File: config.mk
export PLATFORM = sky130hd
export DESIGN_NAME = size_class_block_allocator_unit
export DESIGN_NICKNAME = d
export VERILOG_FILES = /design/src/rtl/sca_pkg.sv /design/src/rtl/size_class_block_allocator_unit.sv /design/src/rtl/sca_ram.sv
export VERILOG_INCLUDE_DIRS = /design/src /design/src/rtl
export SDC_FILE = /design/constraint.sdc
export NUM_CORES = 1
export LEC_CHECK = 0
export BUFFER_PORTS_ARGS = -buffer_cell sky130_fd_sc_hd__buf_2
export CAP_MARGIN = 20
export CELL_PAD_IN_SITES_DETAIL_PLACEMENT = 1
export CELL_PAD_IN_SITES_GLOBAL_PLACEMENT = 1
export CORE_UTILIZATION = 30
export DETAILED_ROUTE_END_ITERATION = 7
export PLACE_DENSITY_LB_ADDON = 0.1
export SETUP_SLACK_MARGIN = 0.3
export SLEW_MARGIN = 30
export SYNTH_ARGS = -nofsm -noshare
export SYNTH_HDL_FRONTEND = slang
export SYNTH_SLANG_ARGS = --single-unit
export TNS_END_PERCENT = 100
File: constraint.sdc
create_clock -name clk -period 12.9 [get_ports clk]
set_clock_uncertainty 0.05 [all_clocks]
set_input_delay 1.29 -clock clk [delete_from_list [all_inputs] [get_ports clk]]
set_output_delay 1.29 -clock clk [all_outputs]
set_load 0.005 [all_outputs]
File: src/rtl/assert_macros.svh
// Assertion macros used by the allocator unit.
// Each macro checks a property on the rising edge of clk, with rst held off.
`ifndef ASSERT_MACROS_SVH
`define ASSERT_MACROS_SVH

// The consequent must hold in the same cycle as the antecedent.
`define ASSERT_SAME(label, ante, cons, msg) \
  label: assert property (@(posedge clk) disable iff (rst) (ante) |-> (cons)) \
    else $error(msg);

// The consequent must hold in the cycle after the antecedent.
`define ASSERT_NEXT(label, ante, cons, msg) \
  label: assert property (@(posedge clk) disable iff (rst) (ante) |=> (cons)) \
    else $error(msg);

`endif

File: src/rtl/sca_pkg.sv
// ----------------------------------------------------------------------------
// Size class allocator package
// Shared constants and types for the size class block allocator.
// ----------------------------------------------------------------------------
`default_nettype none

package sca_pkg;

  localparam int NUM_CLASSES     = 4;
  localparam int REG_CLASSES     = 4;
  localparam int SLOTS_PER_CLASS = 16;
  localparam int SIZE_BITS       = 32;

  localparam int CLASS_BITS   = $clog2(REG_CLASSES);
  localparam int SLOT_BITS    = $clog2(SLOTS_PER_CLASS);
  localparam int COUNT_BITS   = $clog2(SLOTS_PER_CLASS + 1);
  localparam int ADDR_BITS    = CLASS_BITS + $clog2(SLOTS_PER_CLASS);
  localparam int RING_DEPTH   = REG_CLASSES * SLOTS_PER_CLASS;
  localparam int BLOCKS_W     = 5;
  localparam int CFG_IDX_BITS = 3;
  localparam int CFG_DATA_W   = 32;

  localparam logic [CFG_IDX_BITS-1:0] REG_SIZE_BASE   = CFG_IDX_BITS'(0);
  localparam logic [CFG_IDX_BITS-1:0] REG_BLOCKS_BASE = CFG_IDX_BITS'(REG_CLASSES);

  localparam logic FUNC_GET = 1'b0;
  localparam logic FUNC_RET = 1'b1;

  typedef enum logic [1:0] {
    ST_OK        = 2'd0,
    ST_BAD_PARAM = 2'd1,
    ST_NOT_AVAIL = 2'd2
  } status_t;

  typedef enum logic [2:0] {
    S_IDLE,
    S_SCAN,
    S_READ,
    S_CHECK,
    S_DONE
  } state_t;

endpackage

`default_nettype wire

File: src/rtl/size_class_block_allocator_unit.sv
// ----------------------------------------------------------------------------
// Size class block allocator
// Hands out and takes back fixed-size blocks from up to four size classes,
// each class keeping a ring of free slot numbers.
// ----------------------------------------------------------------------------
// A get request is checked against the classes one per cycle by a single size
// comparator. A get with a zero size goes from the transfer straight to the
// result load; otherwise the scan stops at the first class that fits, which
// then goes through a state for the free ring memory read, or at the last
// class when none fits, and the result is loaded. A return passes through the
// transfer, a state that checks the class and slot and writes the ring tail,
// and the load of the result. The block takes one request at a time, but a
// new request may be transferred while the previous result waits on the output.
// Ring entries that were never written since reset or since their class count
// was written read as their own index, tracked by one flag per entry, so no
// clearing pass is needed. Configuration writes are taken whenever reset is
// low and must only be issued while the block is idle.
`default_nettype none
`include "assert_macros.svh"

module size_class_block_allocator_unit
  import sca_pkg::*;
(
  input  wire                     clk,
  input  wire                     rst,
  input  wire                     cfg_valid,
  output logic                    cfg_ready,
  input  wire [CFG_IDX_BITS-1:0]  cfg_index,
  input  wire [CFG_DATA_W-1:0]    cfg_data,
  input  wire                     in_valid,
  output logic                    in_ready,
  input  wire                     func,
  input  wire [SIZE_BITS-1:0]     req_size,
  input  wire [CLASS_BITS-1:0]    ret_class,
  input  wire [SLOT_BITS-1:0]     ret_slot,
  output logic                    out_valid,
  input  wire                     out_ready,
  output logic [1:0]              status,
  output logic [CLASS_BITS-1:0]   grant_class,
  output logic [SLOT_BITS-1:0]    grant_slot
);

  state_t state, state_next;

  logic [SIZE_BITS-1:0]  class_size   [REG_CLASSES];
  logic [COUNT_BITS-1:0] class_blocks [REG_CLASSES];
  logic [SLOT_BITS-1:0]  ring_head    [REG_CLASSES];
  logic [COUNT_BITS-1:0] free_count   [REG_CLASSES];
  logic [RING_DEPTH-1:0] ring_vld;

  logic                  func_q;
  logic [SIZE_BITS-1:0]  req_q;
  logic [SLOT_BITS-1:0]  rs_q;
  logic [CLASS_BITS-1:0] cls;
  logic                  rd_vld;
  logic [SLOT_BITS-1:0]  rd_idx;

  status_t               res_status;
  logic [CLASS_BITS-1:0] res_class;

  logic [SIZE_BITS-1:0]  cur_size;
  logic [COUNT_BITS-1:0] cur_blocks;
  logic [SLOT_BITS-1:0]  cur_head;
  logic [COUNT_BITS-1:0] cur_count;
  logic                  fit;
  logic                  cls_last;
  logic                  ret_ok;
  logic [SLOT_BITS-1:0]  head_inc;
  logic [COUNT_BITS-1:0] tail_sum;
  logic [SLOT_BITS-1:0]  tail;

  logic                  in_xfer;
  logic                  out_load;
  logic                  ram_we;
  logic                  ram_re;
  logic [ADDR_BITS-1:0]  ram_waddr;
  logic [ADDR_BITS-1:0]  ram_raddr;
  logic [SLOT_BITS-1:0]  ram_rdata;

  logic [CLASS_BITS-1:0] cfg_cls;
  logic [BLOCKS_W-1:0]   cfg_blocks;
  logic [COUNT_BITS-1:0] cfg_eff;

  assign cfg_ready = !rst;
  assign in_ready  = !rst && (state == S_IDLE);
  assign in_xfer   = in_valid && in_ready;

  assign cur_size   = class_size[cls];
  assign cur_blocks = class_blocks[cls];
  assign cur_head   = ring_head[cls];
  assign cur_count  = free_count[cls];

  assign fit      = (cur_size >= req_q) && (cur_count != '0);
  assign cls_last = (cls == CLASS_BITS'(NUM_CLASSES - 1));
  assign ret_ok   = ({1'b0, cls} < (CLASS_BITS + 1)'(NUM_CLASSES)) &&
                    ({1'b0, rs_q} < cur_blocks) && (cur_count < cur_blocks);
  assign head_inc = (cur_head == SLOT_BITS'(SLOTS_PER_CLASS - 1)) ? '0
                                                                   : cur_head + SLOT_BITS'(1);
  assign tail_sum = COUNT_BITS'(cur_head) + cur_count;
  assign tail     = (tail_sum >= COUNT_BITS'(SLOTS_PER_CLASS))
                    ? SLOT_BITS'(tail_sum - COUNT_BITS'(SLOTS_PER_CLASS))
                    : SLOT_BITS'(tail_sum);

  assign ram_re    = (state == S_SCAN) && fit;
  assign ram_raddr = {cls, cur_head};
  assign ram_we    = (state == S_CHECK) && ret_ok;
  assign ram_waddr = {cls, tail};

  assign out_load = (state == S_DONE) && (!out_valid || out_ready);

  assign cfg_cls    = cfg_index[CLASS_BITS-1:0];
  assign cfg_blocks = cfg_data[BLOCKS_W-1:0];
  assign cfg_eff    = (cfg_blocks > BLOCKS_W'(SLOTS_PER_CLASS))
                      ? COUNT_BITS'(SLOTS_PER_CLASS) : COUNT_BITS'(cfg_blocks);

  sca_ram #(
    .WIDTH (SLOT_BITS),
    .DEPTH (RING_DEPTH)
  ) u_ring (
    .clk   (clk),
    .we    (ram_we),
    .waddr (ram_waddr),
    .wdata (rs_q),
    .re    (ram_re),
    .raddr (ram_raddr),
    .rdata (ram_rdata)
  );

  always_ff @(posedge clk) begin
    if (rst) begin
      state <= S_IDLE;
    end else begin
      state <= state_next;
    end
  end

  always_comb begin
    state_next = state;
    case (state)
      S_IDLE: begin
        if (in_xfer) begin
          if (func == FUNC_RET) begin
            state_next = S_CHECK;
          end else if (req_size == '0) begin
            state_next = S_DONE;
          end else begin
            state_next = S_SCAN;
          end
        end
      end
      S_SCAN: begin
        if (fit) begin
          state_next = S_READ;
        end else if (cls_last) begin
          state_next = S_DONE;
        end
      end
      S_READ:  state_next = S_DONE;
      S_CHECK: state_next = S_DONE;
      S_DONE: begin
        if (out_load) begin
          state_next = S_IDLE;
        end
      end
      default: state_next = S_IDLE;
    endcase
  end

  // Class registers, ring pointers and free flags.
  always_ff @(posedge clk) begin
    if (rst) begin
      for (int c = 0; c < REG_CLASSES; c++) begin
        class_size[c]   <= '0;
        class_blocks[c] <= '0;
        ring_head[c]    <= '0;
        free_count[c]   <= '0;
      end
      ring_vld <= '0;
    end else begin
      if (cfg_valid && cfg_ready) begin
        if (cfg_index < REG_BLOCKS_BASE) begin
          class_size[cfg_cls] <= cfg_data[SIZE_BITS-1:0];
        end else begin
          class_blocks[cfg_cls] <= cfg_eff;
          ring_head[cfg_cls]    <= '0;
          free_count[cfg_cls]   <= cfg_eff;
          for (int i = 0; i < SLOTS_PER_CLASS; i++) begin
            ring_vld[{cfg_cls, SLOT_BITS'(i)}] <= 1'b0;
          end
        end
      end
      if (ram_re) begin
        ring_head[cls]  <= head_inc;
        free_count[cls] <= cur_count - COUNT_BITS'(1);
      end
      if (ram_we) begin
        free_count[cls]     <= cur_count + COUNT_BITS'(1);
        ring_vld[ram_waddr] <= 1'b1;
      end
    end
  end

  // Request capture, class sequencing and result.
  always_ff @(posedge clk) begin
    if (in_xfer) begin
      func_q <= func;
      req_q  <= req_size;
      rs_q   <= ret_slot;
      cls    <= (func == FUNC_RET) ? ret_class : '0;
      if (func == FUNC_GET && req_size == '0) begin
        res_status <= ST_BAD_PARAM;
        res_class  <= '0;
        rd_idx     <= '0;
        rd_vld     <= 1'b0;
      end
    end
    case (state)
      S_SCAN: begin
        if (fit) begin
          res_status <= ST_OK;
          res_class  <= cls;
          rd_vld     <= ring_vld[ram_raddr];
          rd_idx     <= cur_head;
        end else if (cls_last) begin
          res_status <= ST_NOT_AVAIL;
          res_class  <= '0;
          rd_vld     <= 1'b0;
          rd_idx     <= '0;
        end else begin
          cls <= cls + CLASS_BITS'(1);
        end
      end
      S_READ: begin
        rd_vld <= 1'b0;
        rd_idx <= rd_vld ? ram_rdata : rd_idx;
      end
      S_CHECK: begin
        res_status <= ret_ok ? ST_OK : ST_BAD_PARAM;
        res_class  <= '0;
        rd_vld     <= 1'b0;
        rd_idx     <= '0;
      end
      default: begin
      end
    endcase
  end

  always_ff @(posedge clk) begin
    if (rst) begin
      out_valid <= 1'b0;
    end else if (out_load) begin
      out_valid <= 1'b1;
    end else if (out_ready) begin
      out_valid <= 1'b0;
    end
  end

  always_ff @(posedge clk) begin
    if (out_load) begin
      status      <= res_status;
      grant_class <= res_class;
      grant_slot  <= rd_idx;
    end
  end

  `ASSERT_SAME(a_count_bound, state != S_IDLE, free_count[cls] <= class_blocks[cls], "free count above block count")
  `ASSERT_SAME(a_fail_zero, out_valid && status != ST_OK, grant_class == '0 && grant_slot == '0, "grant fields set on a failed result")
  `ASSERT_SAME(a_ram_excl, ram_we, !ram_re, "ring read and write in the same cycle")
  `ASSERT_NEXT(a_one_item, in_xfer, !in_ready, "second request taken while one is in work")
  `ASSERT_SAME(a_ret_no_grant, out_load && func_q == FUNC_RET, res_class == '0 && rd_idx == '0, "grant fields set on a return")

endmodule

`default_nettype wire

File: src/rtl/sca_ram.sv
// ----------------------------------------------------------------------------
// Generic RAM
// Single write port and single read port with a registered read.
// ----------------------------------------------------------------------------
`default_nettype none

module sca_ram #(
  parameter int WIDTH = 4,
  parameter int DEPTH = 64
) (
  input  wire                     clk,
  input  wire                     we,
  input  wire [$clog2(DEPTH)-1:0] waddr,
  input  wire [WIDTH-1:0]         wdata,
  input  wire                     re,
  input  wire [$clog2(DEPTH)-1:0] raddr,
  output logic [WIDTH-1:0]        rdata
);

  logic [WIDTH-1:0] mem [DEPTH];

  always_ff @(posedge clk) begin
    if (we) begin
      mem[waddr] <= wdata;
    end
    if (re) begin
      rdata <= mem[raddr];
    end
  end

endmodule

`default_nettype wire
==> results of run 1 <==
[worst reg2reg max path: stages (launching register included)]
cell and delay (ps):
dfxtp_4 880, buf_4 590, mux4_2 600, ha_1 300
nand4_1 80, inv_1 80, o2111ai_1 110, o21ai_0 510
a311o_1 420, o21a_1 270, a21oi_1 160, o21ai_0 810
[cells by family (layout without fill, tap and decap cells)]
| group | after synthesis | after routing | share of synthesized area |
|---|---|---|---|
| simple gates | 457 | 457 | 0.0937 |
| mux | 191 | 191 | 0.138 |
| other cells | 0 | 2 | 0 |
| buf+inv | 172 | 314 | 0.0319 |
| flops | 567 | 567 | 0.657 |
| fa+ha+maj | 52 | 52 | 0.0269 |
| xor+xnor | 9 | 9 | 0.00318 |
| compound gates | 185 | 185 | 0.0495 |
[layer usage]
layer | part of all wire | up-vias
met5 | 0 | -
met2 | 0.48 | 244
li1 | - | 6445
met1 | 0.46 | 7441
met3 | 0.039 | 79
met4 | 0.018 | 0
[registers in the layout, summed over array words and instances, names as in the netlist, 3 cells and up]
signal and cells:
rd_idx 4, u_ring.rdata 4, rs_q 4, u_ring.mem 256, req_q 32, ring_head 16, grant_slot 4, class_size 128
class_blocks 20, free_count 20, state 3, ring_vld 64
[stage by stage]
stage          total power (uW)  setup WS (ps)  hold slack (ps)  cells
2_1_floorplan              3370           8120              350   1633
6_report                   5790           7650              401   2847
3_3_place_gp               3990           7650              381   2722
5_1_grt                    6080           7240              415   2847
3_5_place_dp               4000           7570              390   2722
4_1_cts                    5890           7570              402   2845
[synthesized netlist by cell type, types with 3 or more instances]
cell type / count
mux4_1: 3
edfxtp_1: 492
o31ai_2: 3
clkbuf_1: 50
a21oi_1: 24
ha_1: 50
o221ai_1: 4
nor3_1: 6
a32o_1: 3
o21ai_1: 14
inv_1: 77
xor2_1: 4
a31oi_1: 5
and3_1: 117
buf_2: 20
mux2_2: 6
a311oi_1: 4
and2_1: 33
nand2_1: 147
o21ai_0: 69
clkbuf_8: 3
xnor2_1: 5
nor4_1: 8
dfxtp_1: 75
buf_6: 11
mux2i_1: 65
nand4_1: 12
nor2b_1: 9
nand2_4: 8
a211oi_1: 5
a311o_1: 3
nor2_1: 77
nand3_1: 18
mux4_2: 115
buf_1: 7
o211ai_1: 5
nand2b_1: 12
a21o_1: 19
a2111oi_0: 3
[layout make-up]
type                            instances  area, um2  area share
Antenna cell                            2       5.00    0.000176
Clock buffer                           86       1780      0.0624
Clock inverter                         37        372      0.0130
Inverter                               79        299      0.0105
Multi-Input combinational cell        894       7800       0.274
Sequential cell                       567      16300       0.571
Tap cell                             1070       1340      0.0470
Timing Repair Buffer                  112        622      0.0218
[path summary, 6_finish.rpt]
path                                          to  slack [ps]  cells past startpoint
worst min-delay path                ring_vld[31]         400                      2
worst max-delay path            free_count[1][1]        7650                     11
worst min register to register      ring_vld[31]         400                      2
worst max register to register  free_count[1][1]        7650                     11
[layout by cell type, fill, tap and decap left out, types with 50 or more instances in the layout]
| cell type | count |
|---|---|
| edfxtp_1 | 492 |
| nand2_1 | 147 |
| and3_1 | 116 |
| mux4_2 | 114 |
| buf_2 | 89 |
| inv_1 | 77 |
| nor2_1 | 76 |
| dfxtp_1 | 73 |
| clkbuf_16 | 68 |
| o21ai_0 | 66 |
| mux2i_1 | 65 |
| ha_1 | 50 |
[where the power goes]
group / internal, uW / leakage [uW] / total [uW] / switching, uW
Clock: 1070 / 0.00104 / 1860 / 791
Combinational: 645 / 0.00410 / 1730 / 1080
Sequential: 2120 / 0.00519 / 2200 / 80.4
Total: 3830 / 0.0103 / 5790 / 1960
==> impl_metrics.yaml, run 1 <==
grt:
  grt_most_used_layer: "met2"
  antenna_found_initial: 5
  gr-usage-met3: 0.0275
  grt_max_degree: 103
  grt.met2_usage: 0.279
  track_usage: 0.171
  met1_usage: 0.233
  grt_overflow: 0
  grt_pass1_wl_mm: 104
  grt_pass1_vias: 15400
drt:
  drt_wl_total_mm: 70.2
  num_vias: 14200
  avgRoutedWirePerCell_um: 24.7
  drc: 0
  viasPerCell: 4.99
  drt.antenna.violating_nets: 0
  drt_iter0_drc: 876
  dr.pass1.iters: 4
logic_synthesis:
  synth-edff-count: 492
  avgSynthCellArea_um2: 15.2
  ys_async_sr_fraction: 0
  synthDistinctLibCells: 72
  synth_seq_area_share: 0.657
  synth_largest_area_cell: "edfxtp_1"
  synth-seq-cells: 567
  ys.flop_type: "edfxtp_1"
  yosysWarnings: 0
  synth_cells: 1633
  synth_area_leaders: "edfxtp_1, mux4_2, dfxtp_1"
  syn_nets: 1764
  syn_area_um2: 24800
  synth_top_area_frac: 0.596
sta:
  fmax_mhz: 191
  hold_viol: 0
  worstMarginPinSlew_ps: 983
  fin_crit_sh: 0.407
  finalSetupViolations: 0
  fin_crit_ps: 5250
  tns_ps: 0
  rsz0062_at_grt: "false"
  max_slew_margin: 0.338
  slew_viol_final: 0
setup_path:
  path_buf_inv: 2
  crit_chain: "buf_4, mux4_2, ha_1, nand4_1, inv_1, o2111ai_1, o21ai_0, a311o_1, o21a_1, a21oi_1, o21ai_0"
  cpPeakStageDelay_ps: 880
  crit_path_frequent_cell: "o21ai_0"
  cp_max_fo: 38
  rr_startpoint: "cls[0]"
  critPathLaunchType: "register"
  startpoint: "cls[0]"
  arrival_ps: 5410
  worstPathRequired_ps: 13070
  end_kind: "register"
  cp_top_family: "compound AO/OA/AOI/OAI gates"
  slowest_stage: "dfxtp_4"
  critPathKind: "reg2reg"
clock_tree:
  cts_setup_buffers: 0
  hold_buffers: 0
  cts_max_level: 3
  clock_latency_ps: 620
  cts_tree: "yes"
  cts_root_buf: "clkbuf_16"
  post_cts_resized: 0
  clk_pin_slew_ps: 60
  cts_buffers: 67
  cts_sinks: 567
  cts_max_path_buffers: 3
pwr:
  p_per_area_nw_per_um2: 203
  ir_drop_v: 0.000135
  total_leakage_power_uw: 0.0103
final_layout:
  design_area_um2: 28500
  fin_nets: 1852
  syn_to_final_growth_pct: 15.0
  layout-drive-gt1-share: 0.210
  nFillCells: 8352
  post-route-util: 0.348
run:
  cap_violations: 0
placed_design:
  place_congestion: 0.747
  dp_hpwl_mm: 44.3
  portBuffers: 89
  dpl_cell_area_um2: 26300
hold_path:
  hp-start: "ring_vld[31]"
  hold_class: "reg2reg"
floorplan:
  dieArea_um2: 83700
  core_um2: 81800
  boundaryPins: 90
  rows: 105
  initial_utilization: 0.303
  dieHeight_um: 289
  die_x_um: 289
outcome:
  status: "finished, final reports clean"
Note: power is estimated with default switching activity, not from simulation.
==> inputs of run 2 (changes only) <==
Settings changed: ABC_AREA from default to 1.
Clock period 12.9 ns to 5.2 ns, I/O delays scaled along.
==> run 2 against run 1 <==
Combinational power grew to 4.2 times the previous value. Fmax grew 17%. Clock power rose to 2.8 times the previous value. Sequential share of layout area is 2.3 points lower. Flip-flop and latch count is the same. Routed wire length up 16%. Non-clock buffer count increased by 25. Count of clock-buffer cells in the layout decreased by 6. Via count is 28% higher. Sequential power is 150% higher. Total power increased to 3.1 times the previous value. Cell area grew 4.1%.
==> impl_metrics.yaml, run 2 <==
setup_path:
  worstPathRequired_ps: 5610
  arrival_ps: 4890
  cp_max_fo: 34
  critPathKind: "reg2reg"
  end_kind: "register"
  critPathLaunchType: "register"
  r2r_slack_ps: 730
sta:
  tns_ps: 0
  hold-worst-slack_ps: 41.8
  setup_slack_ps: 726
  rsz0062_at_grt: "false"
  fin_crit_sh: 0.860
  worstMarginPinSlew_ps: 886
  max_slew_margin: 0.409
  fin_crit_ps: 4470
  fmax_mhz: 224
  slew_viol_final: 0
  hold_viol: 0
  finalSetupViolations: 0
logic_synthesis:
  avgSynthCellArea_um2: 10.4
  synth-edff-count: 492
  yosysMostFrequentCell: "edfxtp_1"
  syn_nets: 2588
  syn_area_um2: 25500
  synth_area_leaders: "edfxtp_1, nand2_1, dfxtp_1"
  synth_common_cells: "edfxtp_1, nand2_1, nor2_1"
  ys_async_sr_fraction: 0
  synth-seq-cells: 567
  synth_cells: 2457
  ys.flop_type: "edfxtp_1"
  synth_top_area_frac: 0.580
  synth_largest_area_cell: "edfxtp_1"
  synth_seq_area_share: 0.639
  synthDistinctLibCells: 47
  yosysWarnings: 0
drt:
  drc: 0
  dr.pass1.iters: 5
  viasPerCell: 4.88
  met3WireLength_mm: 2.64
  num_vias: 18200
  drt_wl_total_mm: 81.4
  maxUsedRoutingLayer: "met4"
  wl_met1_mm: 37.5
  drt.antenna.violating_nets: 0
  dr_wl_met2_mm: 39.5
  avgRoutedWirePerCell_um: 21.9
  drt_iter0_drc: 982
run:
  cap_violations: 0
floorplan:
  initial_utilization: 0.304
  core_um2: 83800
  dieArea_um2: 86100
  boundaryPins: 90
  rows: 106
  die_x_um: 293
  dieHeight_um: 293
grt:
  track_usage: 0.191
  antenna_found_initial: 1
  grt_max_degree: 170
  grt_pass1_vias: 19500
  grt_overflow: 0
  grt_pass1_wl_mm: 124
final_layout:
  reg_top3: "u_ring.mem (256), class_size (128), ring_vld (64)"
  final_cells: 3726
  top_register: "u_ring.mem"
  layout-drive-gt1-share: 0.139
  nFillCells: 9328
  fin_nets: 2665
  design_area_um2: 29700
  syn_to_final_growth_pct: 16.4
  final_cell_mix: "edfxtp_1, nand2_1, nor2_1"
  final_common_cell: "edfxtp_1"
  largest_register_ffs: 256
clock_tree:
  clock_latency_ps: 620
  cts_max_level: 3
  cts_setup_buffers: 0
  clk_pin_slew_ps: 60
  cts_max_path_buffers: 3
  cts_sinks: 567
  cts_tree: "yes"
  cts_buffers: 70
  cts_root_buf: "clkbuf_16"
placed_design:
  dp_hpwl_mm: 52.5
  place_congestion: 0.797
  portBuffers: 89
  dpl_cell_area_um2: 27200
  pre_cts_ws_ps: 614
  dp.cells: 3596
pwr:
  combPwrFrac: 0.407
  total_leakage_power_uw: 0.0111
  clock_power_share: 0.288
  p_per_area_nw_per_um2: 599
  power.net_switching_uw: 7450
  p_sw_frac: 0.419
  intPower_uw: 10300
  ir_drop_v: 0.000506
  pwr-share-seq: 0.305
hold_path:
  hold_class: "in2reg"
outcome:
  status: "finished, final reports clean"
run 2: worst max-delay path, stage by stage (launching register included):
cell and delay (ps):
dfxtp_4 580, inv_4 270, nand2_1 130, nand3_1 100, nand2_1 250, inv_1 200, ha_1 330, nand2_1 90
o21ai_0 160, a21oi_4 220, nand4_1 330, ha_1 500, nand2_1 60, o21ai_0 240, xnor2_1 170, xor2_1 410
nand3_1 130, nand2_1 110
run 2: path summary, 6_finish.rpt:
check | start | endpoint | depth (start not counted)
setup / recovery | cls[0] | free_count[2][4] | 17
hold reg to reg | res_status[0] | status[0] | 0
hold / removal | req_size[19] | req_q[19] | 1
setup reg to reg | cls[0] | free_count[2][4] | 17
run 2: metal layers:
layer | vias up | GRT usage
met4 | 0 | 0.0489
li1 | 8625 | -
met2 | 324 | 0.327
met1 | 9123 | 0.253
met5 | - | 0
met3 | 104 | 0.0263
run 2: repair_timing:
item / CTS / global route
endpoints found under the setup margin: 0 / 15
hold buffers: 0 / 0
resized for setup: 0 / 2
run 2: final cells by class:
type                       count  area, um2  share of cell area
antenna                        1       2.50           0.0000843
clock buffer                  80       1830              0.0617
clock inverter                49        583              0.0197
inverter                     206        779              0.0263
multi-input combinational   1552       7910               0.267
sequential                   567      16300               0.549
tap                         1134       1420              0.0478
timing repair buffer         137        860              0.0290
run 2: logic make-up (layout without fill, tap and decap cells):
logic type,count (synthesis),after routing,share of synthesized area
simple gates,1108,1108,0.189
compound gates,385,385,0.0905
other cells,0,1,0
flops,567,567,0.639
xor+xnor,7,7,0.00270
buf+inv,338,472,0.0532
fa+ha+maj,52,52,0.0261
run 2: stage by stage:
stage | total power (uW) | util
after floorplan | 9910 | -
after global placement | 12800 | 0.325
after detailed placement | 12900 | 0.325
final | 17800 | 0.354
after CTS | 18100 | 0.354
after global routing | 18800 | 0.354
run 2: power groups by stage:
stage          clock network [uW]  logic [uW]  registers [uW]
3_3_place_gp                    0        7270            5510
2_1_floorplan                   0        4430            5480
5_1_grt                      5420        7970            5440
4_1_cts                      5260        7370            5420
3_5_place_dp                    0        7350            5510
6_report                     5120        7240            5410
==> inputs of run 3 (changes only) <==
Settings changed: ABC_CLOCK_PERIOD_IN_PS from default to 5200, REMOVE_ABC_BUFFERS from default to 1.
==> run 3 against run 2 <==
Via count up 0.37%. Hold slack better by 7.0 ps. Critical path depth down 1. Critical path type unchanged. Highest routed layer unchanged.
==> impl_metrics.yaml, run 3 (same netlist as run 2, synthesis figures left out) <==
final_layout:
  nFillCells: 9338
  fin_nets: 2669
  final_cells: 3727
  syn_to_final_growth_pct: 16.1
  largest_register_ffs: 256
  layout-drive-gt1-share: 0.133
  reg_top3: "u_ring.mem (256), class_size (128), ring_vld (64)"
  top_register: "u_ring.mem"
  post-route-util: 0.353
  final_cell_mix: "edfxtp_1, nand2_1, nor2_1"
  num_antenna_cells: 0
  final_common_cell: "edfxtp_1"
sta:
  hold_viol: 0
  setup_slack_ps: 767
  rsz0062_at_grt: "false"
  fin_crit_sh: 0.853
  max_slew_margin: 0.417
  fmax_mhz: 226
  worstMarginPinSlew_ps: 874
  fin_crit_ps: 4430
  slew_viol_final: 0
  hold-worst-slack_ps: 48.8
  finalSetupViolations: 0
grt:
  track_usage: 0.194
  grt_max_degree: 170
  grt_overflow: 0
  antenna_found_initial: 2
  grt_pass1_wl_mm: 124
  grt_pass1_vias: 19400
drt:
  drt_iter0_drc: 922
  drt.antenna.violating_nets: 0
  num_vias: 18200
  dr.pass1.iters: 5
  drc: 0
  viasPerCell: 4.90
  drt_wl_total_mm: 82.9
  avgRoutedWirePerCell_um: 22.2
floorplan:
  initial_utilization: 0.304
  die_x_um: 293
  rows: 106
  boundaryPins: 90
  dieHeight_um: 293
  dieArea_um2: 86100
  core_um2: 83800
run:
  cap_violations: 0
pwr:
  p_per_area_nw_per_um2: 593
  ir_drop_v: 0.000557
  total_leakage_power_uw: 0.0110
  finalPower_uw: 17500
clock_tree:
  cts_max_level: 3
  cts_buffers: 70
  clock_latency_ps: 620
  cts_sinks: 567
  cts_root_buf: "clkbuf_16"
  cts_tree: "yes"
  clk_pin_slew_ps: 60
  cts_max_path_buffers: 3
setup_path:
  end_kind: "register"
  arrival_ps: 4860
  cp-endpoint: "free_count[0][4]"
  rr_startpoint: "cls[1]"
  r2r-end: "free_count[0][4]"
  reg2regPathDepth: 16
  critPathKind: "reg2reg"
  worstPathRequired_ps: 5630
  cp_max_fo: 52
  startpoint: "cls[1]"
  r2r_slack_ps: 770
  critPathLaunchType: "register"
placed_design:
  place_congestion: 0.805
  dp_hpwl_mm: 53.1
  pre_cts_ws_ps: 616
  portBuffers: 89
  dp.cells: 3593
hold_path:
  hold_class: "in2reg"
outcome:
  status: "finished, final reports clean"
==> run 3: cell count changes in the layout (fill, tap and decap cells not counted), sizes merged <==
| cell | change |
|---|---|
| diode | -1 |
| clkinvlp | -4 |
| buf | -3 |
| dlygate4sd3 | +7 |
| clkinv | -7 |
| clkbuf | +13 |
| bufinv | -3 |
| inv | -1 |
==> run 3: layer usage <==
layer / routed length, um / vias to the layer above / share of wire / GRT usage
met4: 1960 / 0 / 0.024 / 0.0584
li1: - / 8636 / - / -
met2: 40000 / 272 / 0.48 / 0.332
met5: 0 / - / 0 / 0
met3: 2330 / 122 / 0.028 / 0.0238
met1: 38600 / 9214 / 0.47 / 0.255
==> run 3: what timing repair did <==
item | in CTS | in global routing
endpoints found under the setup margin | 0 | 10
hold endpoints to repair | 7 | 0
hold buffers | 7 | 0
buffers inserted | 0 | 0
gates resized for setup | 0 | 1
==> run 3: metrics by stage <==
step,TNS (ps),instance area [um2]
3_3_place_gp,0,27200
3_5_place_dp,0,27200
2_1_floorplan,-838390,24900
5_1_grt,0,29600
4_1_cts,0,29600
6_report,0,29600
==> run 3: layout make-up <==
type / count / area (um2) / share of cell area
multi-input combinational: 1552 / 7910 / 0.268
inverter: 206 / 779 / 0.0263
tap: 1134 / 1420 / 0.0480
timing repair buffer: 141 / 878 / 0.0297
sequential: 567 / 16300 / 0.550
clock buffer: 93 / 1940 / 0.0656
clock inverter: 34 / 370 / 0.0125
==> run 3: worst max-delay path: stages, from the launching register on <==
cell and delay, ps:
dfxtp_2 330, buf_4 580, nand3_1 200, nand2_1 280
inv_1 160, ha_1 220, a21oi_1 150, o21ai_0 140
a21oi_4 210, nand4_1 350, ha_1 500, nand2_1 60
o21ai_0 220, xnor2_1 170, xor2_1 450, nand3_1 120
nand2_1 90
==> run 3: worst min-delay path by stage <==
| stage | from | endpoint | slack, ps | cells past startpoint |
|---|---|---|---|---|
| after floorplan | res_status[0] | status[0] | 350 | 0 |
| after global placement | res_class[0] | grant_class[0] | 370 | 0 |
| after detailed placement | res_status[0] | status[0] | 370 | 0 |
| after CTS | req_size[12] | req_q[12] | 1 | 1 |
| after global routing | req_size[9] | req_q[9] | 20 | 1 |
| final | req_size[9] | req_q[9] | 50 | 1 |
==> run 3: where the power goes <==
group	internal, uW	leakage (uW)	switching [uW]
combinational	1870	0.00472	5300
clock	3020	0.00113	1970
sequential	5280	0.00520	95.8
total	10200	0.0110	7360
